**config.mk**
```make
export PLATFORM = sky130hd
export DESIGN_NAME = cfp_fifo
export DESIGN_NICKNAME = d
export VERILOG_FILES = /design/src/design/chained_fixup_pointer_rewrite_macros.svh /design/src/design/cfp_pkg.sv /design/src/design/cfp_fifo.sv
export SDC_FILE = /design/constraint.sdc
export NUM_CORES = 1
export LEC_CHECK = 0
export BUFFER_PORTS_ARGS = -buffer_cell sky130_fd_sc_hd__clkbuf_2
export CORE_MARGIN = 3
export CORE_UTILIZATION = 50
export DETAILED_ROUTE_END_ITERATION = 10
export PLACE_DENSITY = 0.81
export REMOVE_ABC_BUFFERS = 1
export SLEW_MARGIN = 10
export SYNTH_ARGS = -nofsm -noshare
export SYNTH_HDL_FRONTEND = slang
export SYNTH_SLANG_ARGS = --single-unit
```
**constraint.sdc**
```tcl
create_clock -name clk -period 10.9 [get_ports clk]
set_input_delay 1.09 -clock clk [delete_from_list [all_inputs] [get_ports clk]]
set_output_delay 1.09 -clock clk [all_outputs]
set_load 0.05 [all_outputs]
```
**src/design/chained_fixup_pointer_rewrite_macros.svh**
```systemverilog
// Assertion macros for the chained fixup pointer rewrite block.
// Used by the top level; expects clk and rst_n in scope.
`ifndef CHAINED_FIXUP_POINTER_REWRITE_MACROS_SVH
`define CHAINED_FIXUP_POINTER_REWRITE_MACROS_SVH

// plain implication, sampled at every edge
`define CFP_ASSERT_NOW(label, cond, prop) \
    label: assert property (@(posedge clk) disable iff (!rst_n) (cond) |-> (prop)) \
        else $error("cfp: check failed");

// implication qualified by a result word on the output
`define CFP_ASSERT_RESULT(label, cond, prop) \
    label: assert property (@(posedge clk) disable iff (!rst_n) \
        (result.valid && (cond)) |-> (prop)) else $error("cfp: bad result word");

`endif

```
**src/design/cfp_pkg.sv**
```systemverilog
// Shared types and codes for the chained fixup pointer rewrite block.
// No dependencies.
package cfp_pkg;

    localparam logic KIND_LOAD = 1'b0;
    localparam logic KIND_FIX  = 1'b1;

    localparam logic FMT_VMADDR         = 1'b0;
    localparam logic FMT_RUNTIME_OFFSET = 1'b1;

    localparam int Q_DEPTH = 2;
    localparam int Q_PTR_W = 1;
    localparam int Q_CNT_W = 2;

    typedef enum logic [2:0] {
        CFG_PREFERRED_BASE = 3'd0,
        CFG_LOADED_BASE    = 3'd1,
        CFG_POINTER_FORMAT = 3'd2,
        CFG_PAGE_SIZE      = 3'd3,
        CFG_IMPORT_COUNT   = 3'd4
    } cfg_index_t;

    typedef enum logic [2:0] {
        ST_OK          = 3'd0,
        ST_OUTSIDE     = 3'd1,
        ST_BAD_IMPORT  = 3'd2,
        ST_UNRESOLVED  = 3'd3,
        ST_OVERFLOW    = 3'd4,
        ST_SLIDE_FAIL  = 3'd5,
        ST_NEXT_LEAVES = 3'd6
    } status_t;

    typedef struct packed {
        logic [63:0] loaded_base;
        logic [63:0] gap;
        logic        gap_ge;
        logic        pointer_format;
        logic [15:0] page_size;
        logic [12:0] import_count;
    } cfg_t;

    // one word between front and back
    typedef struct packed {
        logic        is_fix;
        status_t     pre_st;
        logic [63:0] op_a;
        logic [63:0] op_b;
        logic        op_sub;
        logic        op_chk;
        status_t     fail_st;
        logic        keep_hi;
        logic [7:0]  hi;
        logic        nxt_zero;
        logic        leaves;
        logic [15:0] next_off;
    } qent_t;

endpackage

```
**src/design/cfp_fifo.sv**
```systemverilog
// Two-entry queue between front and back ends.
// Depends on cfp_pkg.
module cfp_fifo (
    input  logic           clk,
    input  logic           rst_n,
    input  logic           push_valid,
    output logic           push_ready,
    input  cfp_pkg::qent_t push_data,
    output logic           pop_valid,
    input  logic           pop_ready,
    output cfp_pkg::qent_t pop_data
);

    cfp_pkg::qent_t                 entry_reg [cfp_pkg::Q_DEPTH];
    logic [cfp_pkg::Q_PTR_W-1:0]    wr_ptr_reg;
    logic [cfp_pkg::Q_PTR_W-1:0]    wr_ptr_next;
    logic [cfp_pkg::Q_PTR_W-1:0]    rd_ptr_reg;
    logic [cfp_pkg::Q_PTR_W-1:0]    rd_ptr_next;
    logic [cfp_pkg::Q_CNT_W-1:0]    cnt_reg;
    logic [cfp_pkg::Q_CNT_W-1:0]    cnt_next;
    logic                           do_push;
    logic                           do_pop;

    assign push_ready = cnt_reg != cfp_pkg::Q_CNT_W'(cfp_pkg::Q_DEPTH);
    assign pop_valid  = cnt_reg != '0;
    assign pop_data   = entry_reg[rd_ptr_reg];
    assign do_push    = push_valid && push_ready;
    assign do_pop     = pop_valid && pop_ready;

    always_comb
    begin
        wr_ptr_next = do_push ? wr_ptr_reg + 1'b1 : wr_ptr_reg;
        rd_ptr_next = do_pop ? rd_ptr_reg + 1'b1 : rd_ptr_reg;
        cnt_next    = cnt_reg + cfp_pkg::Q_CNT_W'(do_push) - cfp_pkg::Q_CNT_W'(do_pop);
    end

    always_ff @(posedge clk or negedge rst_n)
    begin
        if (!rst_n)
        begin
            wr_ptr_reg <= '0;
            rd_ptr_reg <= '0;
            cnt_reg    <= '0;
        end
        else
        begin
            wr_ptr_reg <= wr_ptr_next;
            rd_ptr_reg <= rd_ptr_next;
            cnt_reg    <= cnt_next;
        end
    end

    always_ff @(posedge clk)
    begin
        if (do_push)
        begin
            entry_reg[wr_ptr_reg] <= push_data;
        end
    end

endmodule

```
==> reports/qor.txt <==
outcome: finished clean
routing usage on met3: 5.694%
flop-to-flop setup slack: 8.15 ns
RD Place Congestion: 0.7440
WP data arrival: 2.74 ns
CTS tree: yes
Die Y: 161.6 µm
Max IR drop VDD: 0.3470 mV
# rows: 56
root buffer cell: clkbuf_16
Sink Count: 332
layout cells sized above 1: 60.94%
most frequent cells in the layout: clkbuf_2 (333), edfxtp_1 (328), mux2_2 (164)
# H-tree levels: 2
IO Pins: 334
library cells used by synthesis: 18
critical path class: register to output port
max_cap viols: 0
Filler cells: 1641
DP Wirelength: 16100 µm
leakage: 0.005735 µW
# port buffers: 333
Non-Filler Cell Area, Final: 15150 µm²
DR pass1 iterations: 4
crit share post-route: 35.18%
DRT Wirelength: 23820 µm
Slew Limit Fails: 0
Cell Chain, Critical Path: buf_4 > mux2_2 > clkbuf_2
Worst EP required: 9.81 ns
Cells after Synth: 532
cell area after synthesis: 12110 µm²
aggregate global routing overflow: 0
dpl cell area: 14040 µm²
Largest register FFs: 328
Slew headroom: 25.31%
post-route ant nets: 0
drc violations: 0
Final nets: 1058
Worst Reg-to-Reg Cells: 4
average size of a mapped cell: 22.77 µm²
Top delay family on crit path: buffers and inverters
clock latency at the later pin of the worst-skew pair: 0.49 ns
worst r2r dst: entry_reg[0][52]
routed vias: 6225
slowest cell delay on critical path: 0.77 ns
hold crit path type: primary input to asynchronous set/reset pin
Core Footprint: 23610 µm²
Area growth syn-to-layout: 25.06%
Yosys reg bits: 332
final worst path period need: 3.835 ns
Seq/Total Area, Yosys: 82.15%
cts hold-fix bufs: 0
via/cell ratio: 5.049
clock skew: 0.01336 ns
Setup-failing EPs final: 0
worst-path fanout max: 73
Worst setup SP type: register
chip width: 161.6 µm
clk slew on worst S/H paths: 0.06 ns
full die area: 26130 µm²
worst r2r src: cnt_reg[0]
vias in the first global route: 6708
PD cells: 326.4 nW/µm²
Max Fclk: 260.8 MHz
Crit. End Element: output port
Starting Density: 51.29%
CP max-delay cell: buf_4
Post-CTS Repair Setup Buffers: 0
cts repair resizes: 0
global route hottest layer: met2
largest net degree at the start of global routing: 83
RSZ-0062 raised after global routing: no
Synth Warn #: 0
Max clock buf depth: 3
Antenna diodes: 0
Avg WL per Cell: 19.32 µm
WP buf/inv: 2
met2 Usage GRT: 31.73%
Slew @ Worst Pin: 1.120 ns
setup TNS: 0 ns
Final Hold Viols: 0
initial DRC count: 414
first-pass GRT wire length: 36090 µm
total CTS buffers: 34
met1 GRT Util: 20.25%
Tot GR Track Use: 17.80%
commonest non-fill, non-tap cell in the layout: clkbuf_2
initial antenna violation count: 0
==> power breakdown <==
| part | leakage (µW) | switching (µW) | internal, µW | total, µW |
|---|---|---|---|---|
| clock network | 0.000532 | 445 | 673 | 1120 |
| registers | 0.00310 | 87.5 | 1750 | 1840 |
| logic | 0.00210 | 1480 | 506 | 1990 |
==> metal layers <==
metal / wire length (µm) / part of all wire (%)
met4: 694 / 2.9
met1: 8648 / 36
met2: 12480 / 52
met5: 0 / 0
met3: 2002 / 8.4
==> cell usage after synthesis <==
cell type / number / area [µm²]
edfxtp_1: 328 / 9849
mux2_2: 164 / 1847
buf_6: 17 / 191.4
dfrtp_1: 4 / 100.1
nor2_1: 3 / 11.26
xnor2_1: 3 / 26.28
nand2_1: 2 / 7.510
a211oi_1: 1 / 7.510
a21bo_2: 1 / 10.01
a32oi_1: 1 / 8.760
and3_1: 1 / 6.260
buf_2: 1 / 5.000
ha_1: 1 / 12.51
nand2b_1: 1 / 6.260
nand3_1: 1 / 5.000
nor2b_1: 1 / 6.260
o21ai_0: 1 / 5.000
or2_2: 1 / 6.260
==> cell type report <==
cell class	instances	area (µm²)	share of cell area, %
flip-flops and latches	332	9953	65.71
clock inverters	16	138.9	0.9169
well taps	319	399.1	2.635
multi-input cells	182	1978	13.06
repair buffers	339	1712	11.30
clock buffers	45	965.9	6.377
==> stage by stage <==
| stage | setup slack (ns) | total power, µW | std cells | utilization [%] | hold slack, ns |
|---|---|---|---|---|---|
| after floorplan | 2.221 | 3489 | 514 | - | 0.4602 |
| after global routing | 6.949 | 5141 | 1233 | 64.15 | 0.3770 |
| after detailed placement | 7.538 | 3865 | 1172 | 59.47 | 0.5431 |
| after global placement | 7.558 | 3833 | 1172 | 59.47 | 0.5381 |
| after CTS | 7.041 | 5000 | 1233 | 64.15 | 0.3751 |
| final | 7.065 | 4944 | 1233 | 64.15 | 0.3972 |
==> logic make-up after synthesis <==
group                    count (synthesis)  share of synthesized area, %
AND/OR/NAND/NOR                         10                        0.4030
adder cells (fa/ha/maj)                  1                        0.1033
buffers and inverters                   18                         1.622
XOR/XNOR                                 3                        0.2170
multiplexers                           164                         15.25
flip-flops                             332                         82.15
AO/OA/AOI/OAI                            4                        0.2583
==> worst max-delay path by stage <==
stage               start                 to  cells past startpoint
2_1_floorplan  push_valid    entry_reg[0][0]                      2
3_3_place_gp   push_valid  entry_reg[0][108]                      4
3_5_place_dp   push_valid  entry_reg[0][108]                      4
4_1_cts        rd_ptr_reg        pop_data[5]                      3
5_1_grt        rd_ptr_reg        pop_data[5]                      3
6_report       rd_ptr_reg        pop_data[5]                      3
Power figures use the tool's default switching activity.
