==> src/design/chained_fixup_pointer_rewrite_macros.svh <==
// Assertion macros for the chained fixup pointer rewrite block.
// Used by the top level; expects clk and rst_n in scope.
`ifndef CHAINED_FIXUP_POINTER_REWRITE_MACROS_SVH
`define CHAINED_FIXUP_POINTER_REWRITE_MACROS_SVH

// plain implication, sampled at every edge
`define CFP_ASSERT_NOW(label, cond, prop) \
    label: assert property (@(posedge clk) disable iff (!rst_n) (cond) |-> (prop)) \
        else $error("cfp: check failed");

// implication qualified by a result word on the output
`define CFP_ASSERT_RESULT(label, cond, prop) \
    label: assert property (@(posedge clk) disable iff (!rst_n) \
        (result.valid && (cond)) |-> (prop)) else $error("cfp: bad result word");

`endif

==> src/design/cfp_pkg.sv <==
// Shared types and codes for the chained fixup pointer rewrite block.
// No dependencies.
package cfp_pkg;

    localparam logic KIND_LOAD = 1'b0;
    localparam logic KIND_FIX  = 1'b1;

    localparam logic FMT_VMADDR         = 1'b0;
    localparam logic FMT_RUNTIME_OFFSET = 1'b1;

    localparam int Q_DEPTH = 2;
    localparam int Q_PTR_W = 1;
    localparam int Q_CNT_W = 2;

    typedef enum logic [2:0] {
        CFG_PREFERRED_BASE = 3'd0,
        CFG_LOADED_BASE    = 3'd1,
        CFG_POINTER_FORMAT = 3'd2,
        CFG_PAGE_SIZE      = 3'd3,
        CFG_IMPORT_COUNT   = 3'd4
    } cfg_index_t;

    typedef enum logic [2:0] {
        ST_OK          = 3'd0,
        ST_OUTSIDE     = 3'd1,
        ST_BAD_IMPORT  = 3'd2,
        ST_UNRESOLVED  = 3'd3,
        ST_OVERFLOW    = 3'd4,
        ST_SLIDE_FAIL  = 3'd5,
        ST_NEXT_LEAVES = 3'd6
    } status_t;

    typedef struct packed {
        logic [63:0] loaded_base;
        logic [63:0] gap;
        logic        gap_ge;
        logic        pointer_format;
        logic [15:0] page_size;
        logic [12:0] import_count;
    } cfg_t;

    // one word between front and back
    typedef struct packed {
        logic        is_fix;
        status_t     pre_st;
        logic [63:0] op_a;
        logic [63:0] op_b;
        logic        op_sub;
        logic        op_chk;
        status_t     fail_st;
        logic        keep_hi;
        logic [7:0]  hi;
        logic        nxt_zero;
        logic        leaves;
        logic [15:0] next_off;
    } qent_t;

endpackage

==> src/design/cfp_ifs.sv <==


interface cfp_result_if;
    logic        valid;
    logic        ready;
    logic [63:0] fixed_value;
    logic [15:0] next_offset;
    logic        chain_end;
    logic [2:0]  status;

    modport source (output valid, fixed_value, next_offset, chain_end, status,
                    input ready);
    modport sink (input valid, fixed_value, next_offset, chain_end, status,
                  output ready);
endinterface


==> src/design/cfp_back.sv <==
// Back end: final add with carry check, chain result and output register.
// Depends on cfp_pkg and cfp_result_if.
module cfp_back (
    input  logic           clk,
    input  logic           rst_n,
    input  logic           pop_valid,
    output logic           pop_ready,
    input  cfp_pkg::qent_t pop_data,
    cfp_result_if.source   result
);

    logic             out_valid_reg;
    logic [63:0]      fixed_value_reg;
    logic [63:0]      fixed_value_next;
    logic [15:0]      next_offset_reg;
    logic [15:0]      next_offset_next;
    logic             chain_end_reg;
    logic             chain_end_next;
    cfp_pkg::status_t status_reg;
    cfp_pkg::status_t status_next;
    logic             take;
    logic [63:0]      b_eff;
    logic [64:0]      sum;
    logic             fail;
    logic [63:0]      value;

    assign pop_ready = !out_valid_reg || result.ready;
    assign take      = pop_valid && pop_ready;

    // subtract as a + ~b + 1; carry out clear means borrow
    assign b_eff = pop_data.op_sub ? ~pop_data.op_b : pop_data.op_b;
    assign sum   = {1'b0, pop_data.op_a} + {1'b0, b_eff} + 65'(pop_data.op_sub);
    assign fail  = pop_data.op_chk && (sum[64] ^ pop_data.op_sub);
    assign value = pop_data.keep_hi ? {pop_data.hi, sum[55:0]} : sum[63:0];

    always_comb
    begin
        fixed_value_next = 64'd0;
        next_offset_next = 16'd0;
        chain_end_next   = 1'b1;
        status_next      = cfp_pkg::ST_OK;
        if (!pop_data.is_fix)
        begin
            chain_end_next = 1'b0;
        end
        else if (pop_data.pre_st != cfp_pkg::ST_OK)
        begin
            status_next = pop_data.pre_st;
        end
        else if (fail)
        begin
            status_next = pop_data.fail_st;
        end
        else
        begin
            fixed_value_next = value;
            if (pop_data.nxt_zero)
            begin
                status_next = cfp_pkg::ST_OK;
            end
            else if (pop_data.leaves)
            begin
                status_next = cfp_pkg::ST_NEXT_LEAVES;
            end
            else
            begin
                next_offset_next = pop_data.next_off;
                chain_end_next   = 1'b0;
            end
        end
    end

    always_ff @(posedge clk or negedge rst_n)
    begin
        if (!rst_n)
        begin
            out_valid_reg <= 1'b0;
        end
        else if (pop_ready)
        begin
            out_valid_reg <= pop_valid;
        end
    end

    always_ff @(posedge clk)
    begin
        if (take)
        begin
            fixed_value_reg <= fixed_value_next;
            next_offset_reg <= next_offset_next;
            chain_end_reg   <= chain_end_next;
            status_reg      <= status_next;
        end
    end

    assign result.valid       = out_valid_reg;
    assign result.fixed_value = fixed_value_reg;
    assign result.next_offset = next_offset_reg;
    assign result.chain_end   = chain_end_reg;
    assign result.status      = status_reg;

endmodule

==> src/flat_wrapper.sv <==
// flat-port wrapper written by rule: the top's interface ports become plain ports
module cfp_back_flat 
  (clk, rst_n, pop_valid, pop_ready, pop_data, result_valid, result_fixed_value, result_next_offset, result_chain_end, result_status, result_ready);
  cfp_result_if result_i ();
  input  logic clk;
  input  logic rst_n;
  input  logic pop_valid;
  output logic pop_ready;
  input  cfp_pkg::qent_t pop_data;
  output wire logic [$bits(result_i.valid)-1:0] result_valid;
  output wire logic [$bits(result_i.fixed_value)-1:0] result_fixed_value;
  output wire logic [$bits(result_i.next_offset)-1:0] result_next_offset;
  output wire logic [$bits(result_i.chain_end)-1:0] result_chain_end;
  output wire logic [$bits(result_i.status)-1:0] result_status;
  input wire logic [$bits(result_i.ready)-1:0] result_ready;
  assign result_valid = result_i.valid;
  assign result_fixed_value = result_i.fixed_value;
  assign result_next_offset = result_i.next_offset;
  assign result_chain_end = result_i.chain_end;
  assign result_status = result_i.status;
  assign result_i.ready = result_ready;
  cfp_back u_core (.clk(clk), .rst_n(rst_n), .pop_valid(pop_valid), .pop_ready(pop_ready), .pop_data(pop_data), .result(result_i));
endmodule
==> config.mk <==
export PLATFORM = sky130hd
export DESIGN_NAME = cfp_back_flat
export DESIGN_NICKNAME = d
export VERILOG_FILES = /design/src/design/chained_fixup_pointer_rewrite_macros.svh /design/src/design/cfp_pkg.sv /design/src/design/cfp_ifs.sv /design/src/design/cfp_back.sv /design/src/flat_wrapper.sv
export SDC_FILE = /design/constraint.sdc
export NUM_CORES = 1
export LEC_CHECK = 0
export ABC_CLOCK_PERIOD_IN_PS = 3450
export BUFFER_PORTS_ARGS = -buffer_cell sky130_fd_sc_hd__buf_2
export CORE_MARGIN = 3
export CORE_UTILIZATION = 44
export CTS_CLUSTER_DIAMETER = 60
export CTS_CLUSTER_SIZE = 12
export DETAILED_ROUTE_END_ITERATION = 10
export HOLD_SLACK_MARGIN = 0.03
export PLACE_DENSITY = 0.72
export SLEW_MARGIN = 40
export SYNTH_ARGS = -nofsm -noshare
export SYNTH_HDL_FRONTEND = slang
export SYNTH_SLANG_ARGS = --single-unit
==> constraint.sdc <==
create_clock -name clk -period 3.45 [get_ports clk]
set_clock_uncertainty 0.05 [all_clocks]
set_input_delay 0.69 -clock clk [delete_from_list [all_inputs] [get_ports clk]]
set_output_delay 0.69 -clock clk [all_outputs]
set_load 0.05 [all_outputs]
==> results of run 1 <==
[cell families (layout without fill, tap and decap cells)]
kind of cell | after synthesis | in the layout | synth area share, %
AO/OA/AOI/OAI | 234 | 234 | 20.5
XOR/XNOR | 121 | 121 | 14.2
adder cells (fa/ha/maj) | 64 | 64 | 10.8
buffers and inverters | 60 | 574 | 3.32
flip-flops | 85 | 85 | 34.2
multiplexers | 2 | 2 | 0.269
other | 0 | 1 | 0
AND/OR/NAND/NOR | 258 | 258 | 16.7
[timing repair]
| item | CTS | global route |
|---|---|---|
| hold endpoints to repair | 0 | 0 |
| resized for setup | 81 | 79 |
| buffers inserted | 12 | 21 |
| endpoints found under the setup margin | 84 | 84 |
| cloned | 0 | 1 |
| pin swaps | 59 | 47 |
[metrics by stage]
stage / cells / total power, mW / hold WS, ns
2_1_floorplan: 824 / 2.41 / 0.344
3_3_place_gp: 1505 / 3.27 / 0.415
3_5_place_dp: 1505 / 3.29 / 0.418
4_1_cts: 1533 / 4.42 / 0.0434
5_1_grt: 1555 / 4.84 / 0.0354
6_report: 1555 / 4.60 / 0.0513
[cell type report]
cell class	instances	area share (%)
Tap cell	216	2.23
Antenna cell	1	0.0206
Timing Repair Buffer	534	29.8
Clock inverter	7	0.629
Sequential cell	85	21.0
Inverter	24	0.742
Multi-Input combinational cell	679	43.7
Clock buffer	9	1.86
[cells in the final DEF, fill, tap and decap left out, types with 24 or more instances in the layout]
| master | instances |
|---|---|
| sky130_fd_sc_hd__ha_1 | 54 |
| sky130_fd_sc_hd__nor2_1 | 91 |
| sky130_fd_sc_hd__edfxtp_1 | 84 |
| sky130_fd_sc_hd__xnor2_1 | 34 |
| sky130_fd_sc_hd__inv_1 | 24 |
| sky130_fd_sc_hd__o21ai_0 | 24 |
| sky130_fd_sc_hd__a21oi_1 | 55 |
| sky130_fd_sc_hd__xor2_1 | 76 |
| sky130_fd_sc_hd__a21o_1 | 24 |
| sky130_fd_sc_hd__buf_4 | 252 |
| sky130_fd_sc_hd__buf_2 | 252 |
| sky130_fd_sc_hd__nand2_1 | 59 |
[layer usage]
metal / part of all wire [%] / track usage [%] / up-vias
met5: 0.042 / 0 / -
met2: 51 / 46.3 / 329
met4: 2.8 / 9.01 / 2
li1: - / - / 4009
met1: 39 / 31.5 / 3871
met3: 7.0 / 4.81 / 50
[critical path: cells and delay by family]
family | cells | cell delay [ns]
adders and majority gates | 1 | 0.37
buffers and inverters | 2 | 0.28
AOI/OAI and AO/OA | 6 | 1.11
xor gates and xnor gates | 1 | 0.16
and+or+nand+nor | 4 | 1.41
[where the power goes]
part           internal (mW)  switching, mW  total [mW]
Combinational           1.13           1.26        2.39
Sequential              1.19         0.0133        1.20
Clock                  0.516          0.492        1.01
[worst max-delay path by stage]
| stage | end | slack (ns) | depth (start not counted) |
|---|---|---|---|
| finish | u_core.result.fixed_value[58] | -0.40 | 14 |
| global route | u_core.result.fixed_value[58] | -0.47 | 14 |
| CTS | u_core.result.fixed_value[58] | -0.22 | 14 |
| detailed placement | u_core.result.fixed_value[58] | -0.78 | 16 |
| global placement | u_core.result.fixed_value[58] | -0.73 | 15 |
| floorplan | u_core.result.fixed_value[58] | -0.49 | 14 |
==> impl_results.md, run 1 <==
* Status: finished, violations left
* Violations in the final reports: setup timing
* Place WS at -0.775 ns
* CTS Root Buffer Type: sky130_fd_sc_hd__clkbuf_16
* Finished layout cell area at roughly 12,000 um^2
* Detailed Place HPWL at 19,200 um
* Leading cell type by number of instances after synthesis: sky130_fd_sc_hd__nor2_1
* Dominant cells by area after synthesis: sky130_fd_sc_hd__edfxtp_1 (34%), sky130_fd_sc_hd__ha_1 (11%), sky130_fd_sc_hd__xor2_1 (10%)
* Maximum clock frequency at between 200 and 300 MHz
* Max-Slew Margin vs Limit at 53.4%
* Required time of the critical path at 3.61 ns
* Ys flop type: sky130_fd_sc_hd__edfxtp_1
* Final Critical Period at 3.85 ns
* Crit Path Max Fanout at 7
* Launching element type of the critical path: input pin
* Hold bufs inserted after CTS at 0
* Yosys synthesis warning count at 0
* Antenna violations before repair at 2
* Cells along the critical path: buf_12, buf_12, xor2_1, ha_1, a21oi_2, o21ai_0, a21o_1, a211oi_2, o221ai_2, or4_1, and3_4, nand3b_4, or4b_4, o211ai_2
* Area delta synth->final at 62.9%
* Number of H-tree branching levels at 3
* Net count, final at between 1,500 and 2,000
* Fraction of synthesized cell area taken by the top area cell type at 33.8%
* I/O pins at between 200 and 300
* Final critical-path share of the clock period at 112%
* Arrival time at the worst endpoint at between 4 and 5 ns
* Register area at 2550 um^2
* Sequential element share of the synthesized area at 34.2%
* First-pass GRT wire length at 38,500 um
* Total number of placement rows at between 40 and 50
* Worst-case clock buffer depth at 2
* Overall die height at roughly 140 um
* Overall die area at 18,500 um^2
* TritonCTS Buffers at 9
* Worst reg2reg setup slack at 1.64 ns
* Worst Setup Slack, final at -0.401 ns
* Async set-reset flop share out of synthesis at 1.18%
* Total power divided by cell area at ~380 nW/um^2
* CTS Sinks at 85
* Per-instance average area after synthesis at 9.05 um^2
* Most instantiated cells after synthesis: sky130_fd_sc_hd__nor2_1 (94), sky130_fd_sc_hd__xor2_1 (85), sky130_fd_sc_hd__edfxtp_1 (84), sky130_fd_sc_hd__a21oi_1 (77), sky130_fd_sc_hd__nand2_1 (65)
* Number of remaining DRC errors at 0
* Leak pwr at approximately 5.7 nW
* Proportion of layout cells with a drive suffix above 1 at about half
* CTS clock-pin slew for the worst setup and hold paths at 0.08 ns
* Worst vdd ir at 0.243 mV
* Total track usage at roughly a quarter
* Number of violations reported at the end of detailed-routing iteration 0 at a little under 500
* Transition time of the tightest slew-check pin at 0.699 ns
* Startpoint-to-endpoint class of the critical path: in -> reg
* Remaining number of nets flagged by the antenna check after routing at 0
* Classification of the worst-slack hold path: in -> async
* Endpoint type of the worst setup path: register
* Reg2Reg Capture Point: u_core.result.fixed_value[27]
* Post-Syn Area at ~7500 um^2
* Cell accounting for the most synthesized area: sky130_fd_sc_hd__edfxtp_1
* Final setup viols at 84
* Starting utilization of the core area at 45.9%
* Vias after detailed routing at 8,261
* Worst Reg-to-Reg Cells at 3
* Dpl cell area at 10,800 um^2
* Via density per instance at between 5 and 6
* Via count of the first global-routing pass at a little over 8,000
* Final core area utilization at 74.8%
* Core Footprint at 16,200 um^2
* Number of maximum-capacitance constraint violations at 0
* Number of synthesized register bits at 85
* Worst setup startpoint: pop_data[31]
* Chip Width at 136 um
* Clock insertion delay at the later pin of the skew report at 0.35 ns
* Total overflow reported by the global router at 0
* First-pass iteration count of the detailed router at 5
* Synthesized Nets at 1,056
* Number of max-slew violations in the final report at 0
* Area taken by multi-input logic gates at 5310 um^2
* CTS tree: done
* Library cells used by synthesis at 66
* Cell count after synthesis at 824
* Total routed wirelength at 26,400 um
* CP most frequent cell: sky130_fd_sc_hd__buf_12
* Port-buffer cells at 253
* Post-synth EDFFs at 84
* Slowest stage delay, CP at around 0.57 ns
* Number of filler cells placed in the layout at 1,120
* Setup repair after global routing missed its margin: yes
* Final Hold Violating Endpoints at 0
* Routability cong. at 0.926
* Launch point of the worst reg-to-reg path: u_core.result.valid
* Flip-flop count of the largest register, all copies and words added at 64
* Setup_tns at -23.37 ns
* Cell type of the slowest stage on the worst timing path: sky130_fd_sc_hd__or4b_4
* WL per Instance at 17.0 um
* Maximum number of pins on one net before global-route repair at 50
(Power assumes the default switching activity.)
==> run 2: changes to the inputs <==
- BUFFER_PORTS_ARGS: -buffer_cell sky130_fd_sc_hd__buf_2 -> unset
- DONT_BUFFER_PORTS: unset -> 1
- PLACE_DENSITY: 0.72 -> 0.6
- RECOVER_POWER: unset -> 100
- TNS_END_PERCENT: unset -> 5
==> run 2 against run 1 <==
The flow still finishes with violations (setup timing). Maximum frequency rose by 11%. Register-to-register slack got worse by 1.4 ns. Final area fell by 22%. Non-clock buffer count fell by 345. Largest power group unchanged. Clock power barely moved. Largest cell class unchanged. Flip-flop and latch count did not move. Total power fell by 11%.
==> impl_results.md, run 2 (synthesis gave the netlist of run 1 again) <==
* Status: finished, violations left
* Violations in the final reports: setup timing
* Number of remaining DRC errors at 0 (unchanged)
* Min-Delay Path Depth at 1
* I/O pins at 254 (unchanged)
* Place WS at -0.453 ns (+0.322 ns)
* Worst Setup Slack, final at -0.00422 ns (+0.397 ns)
* WL per Instance at 18.4 um (+8.1%)
* Proportion of layout cells with a drive suffix above 1 at 25.3% (-25 points)
* Leak pwr at 4.08 nW (-29%)
* Transition time of the tightest slew-check pin at 0.922 ns (+0.223 ns)
* Worst Reg-to-Reg Cells at 4 (+1)
* Dpl cell area at 9020 um^2 (-17%)
* Number of violations reported at the end of detailed-routing iteration 0 at 285 (-41%)
* First-pass iteration count of the detailed router at 6 (+1)
* CTS clock-pin slew for the worst setup and hold paths at 0.08 ns (about the same)
* Final hold slack at 0.388 ns (+0.336 ns)
* Final Critical Period at 3.45 ns (-0.397 ns)
* First-pass GRT wire length at 34,300 um (-11%)
* Fraction of power consumed by sequential logic at 33.9% (+7.8 points)
* Net count, final at 1,220 (-22%)
* Fraction of power consumed by combinational cells at 40.9% (-11 points)
* Core Footprint at 16,200 um^2 (unchanged)
* Total power divided by cell area at 430 nW/um^2 (+14%)
* Antenna diode count at 0 (-1)
* Clock insertion delay at the later pin of the skew report at 0.35 ns (about the same)
* CTS Root Buffer Type: sky130_fd_sc_hd__clkbuf_16
* Area delta synth->final at 27.2%
* Post-layout power at 4.08 mW (-11%)
* Commonest non-fill, non-tap cell in the layout: sky130_fd_sc_hd__buf_4
* Overall die height at 136 um (unchanged)
* Cell Int Power at 2.53 mW (-11%)
* Total number of placement rows at 46 (unchanged)
* Vias after detailed routing at 6,751 (-18%)
* Global routing met2 resource utilization at 40.3% (-6.0 points)
* Number of H-tree branching levels at 3 (unchanged)
* Remaining number of nets flagged by the antenna check after routing at 0 (unchanged)
* Chip Width at 136 um (unchanged)
* Total track usage at 23.1% (-3.0 points)
* Clock power frac at 25.2% (+3.3 points)
* Antenna violations before repair at 0 (-2)
* Endpoint type of the worst setup path: register
* Setup repair after global routing missed its margin: yes
* Final setup viols at 1 (-99%)
* M1 GR Usage at 27.9% (-3.6 points)
* Required time of the critical path at 3.62 ns (about the same)
* Startpoint of the lowest-slack hold path: pop_valid
* Final critical-path share of the clock period at 100% (-12 points)
* Maximum clock frequency at 290 MHz (+11%)
* Crit Path Max Fanout at 66 (+59)
* Port-buffer cells at 0 (-100%)
* Number of max-slew violations in the final report at 0 (unchanged)
* Global Route met3 Usage at 6.18% (+1.4 points)
* Worst-case clock buffer depth at 2 (unchanged)
* Number of maximum-capacitance constraint violations at 0 (unchanged)
* Worst reg2reg setup slack at 0.22 ns (-1.42 ns)
* Worst setup startpoint: pop_data[31]
* Maximum number of pins on one net before global-route repair at 67 (+34%)
* Routability cong. at 1.01 (+8.6%)
* Via density per instance at 5.58 (+5.1%)
* CTS tree: done
* Startpoint-to-endpoint class of the critical path: in -> reg
* Final Hold Violating Endpoints at 0 (unchanged)
* Register area at 2550 um^2 (unchanged)
* TritonCTS Buffers at 9 (unchanged)
* Total routed wirelength at 22,200 um (-16%)
* Most frequent cells in the layout: sky130_fd_sc_hd__buf_4 (184), sky130_fd_sc_hd__nor2_1 (93), sky130_fd_sc_hd__xor2_1 (84), sky130_fd_sc_hd__edfxtp_1 (84), sky130_fd_sc_hd__a21oi_1 (69)
* Starting utilization of the core area at 45.9% (unchanged)
* Overall die area at 18,500 um^2 (unchanged)
* Arrival time at the worst endpoint at 3.62 ns (-0.40 ns)
* Share of total power consumed by net switching at 38.0% (-0.41 points)
* Area taken by multi-input logic gates at 4830 um^2 (-9.0%)
* Total overflow reported by the global router at 0 (unchanged)
* Switching pwr at 1.55 mW (-12%)
* Reg2Reg Capture Point: u_core.result.fixed_value[2]
* Number of filler cells placed in the layout at 1,447 (+29%)
* Finished layout cell area at 9480 um^2 (-22%)
* Via count of the first global-routing pass at 6,849 (-15%)
* Classification of the worst-slack hold path: in -> reg
* Detailed Place HPWL at 17,700 um (-7.8%)
* CTS Sinks at 85 (unchanged)
* Launching element type of the critical path: input pin
* Worst vdd ir at 0.251 mV (+3.2%)
* Flip-flop count of the largest register, all copies and words added at 64 (unchanged)
* Setup_tns at -0.00422 ns (+23.36 ns)
* Most utilized layer in the global route result: met2
* Launch point of the worst reg-to-reg path: u_core.result.valid
* Max-Slew Margin vs Limit at 38.5% (-15 points)
* Worst hold endpoint: u_core.result.valid
==> run 2: worst max-delay path, stage by stage <==
cell and delay, ns:
sky130_fd_sc_hd__xor2_1 0.16, sky130_fd_sc_hd__ha_1 0.33, sky130_fd_sc_hd__a21oi_2 0.18, sky130_fd_sc_hd__o21ai_2 0.09, sky130_fd_sc_hd__a2111o_1 0.42, sky130_fd_sc_hd__o2111ai_4 0.26
sky130_fd_sc_hd__a2111oi_4 0.12, sky130_fd_sc_hd__or4_1 0.40, sky130_fd_sc_hd__and3_4 0.16, sky130_fd_sc_hd__nand3b_4 0.18, sky130_fd_sc_hd__or4b_4 0.53, sky130_fd_sc_hd__o211ai_2 0.07
==> run 2: power by group through the flow <==
stage               Clock (mW)  Combinational [mW]  Sequential (mW)
floorplan                    0                1.01             1.40
finish                    1.03                1.67             1.38
global placement             0                1.57             1.41
global route              1.07                1.84             1.39
CTS                       1.04                1.62             1.38
detailed placement           0                1.60             1.41
==> run 2: through the flow <==
step                      instances  util, %
after floorplan                 824        -
after global placement         1189     55.6
after detailed placement       1189     55.6
after CTS                      1206     57.8
after global routing           1209     58.4
final                          1209     58.4
==> run 2: worst max-delay path by stage <==
stage | cells after the start | slack (ns) | to
6_report | 12 | -0.004 | u_core.result.fixed_value[58]
5_1_grt | 12 | -0.14 | u_core.result.fixed_value[58]
4_1_cts | 12 | -0.04 | u_core.result.fixed_value[58]
3_5_place_dp | 13 | -0.45 | u_core.result.fixed_value[58]
3_3_place_gp | 12 | -0.44 | u_core.result.fixed_value[54]
2_1_floorplan | 14 | -0.50 | u_core.result.fixed_value[58]
==> run 2: timing repair <==
action | in CTS | in global routing
hold buffers | 1 | 0
gates resized for setup | 7 | 32
setup endpoints to repair | 68 | 83
setup buffers | 0 | 3
pin swaps | 7 | 10
hold endpoints to repair | 1 | 0
==> run 2: per-layer routing <==
metal,wire (um),up-vias
met2,11000,230
met5,0,-
met3,1690,28
li1,-,3323
met4,353,0
met1,9150,3170
==> run 2: layout make-up <==
class                      instances  share of cell area, %
sequential                        85                   26.9
clock buffer                       9                   2.38
clock inverter                     7                  0.805
inverter                          24                  0.950
multi-input combinational        679                   51.0
timing repair buffer             189                   15.2
tap                              216                   2.85
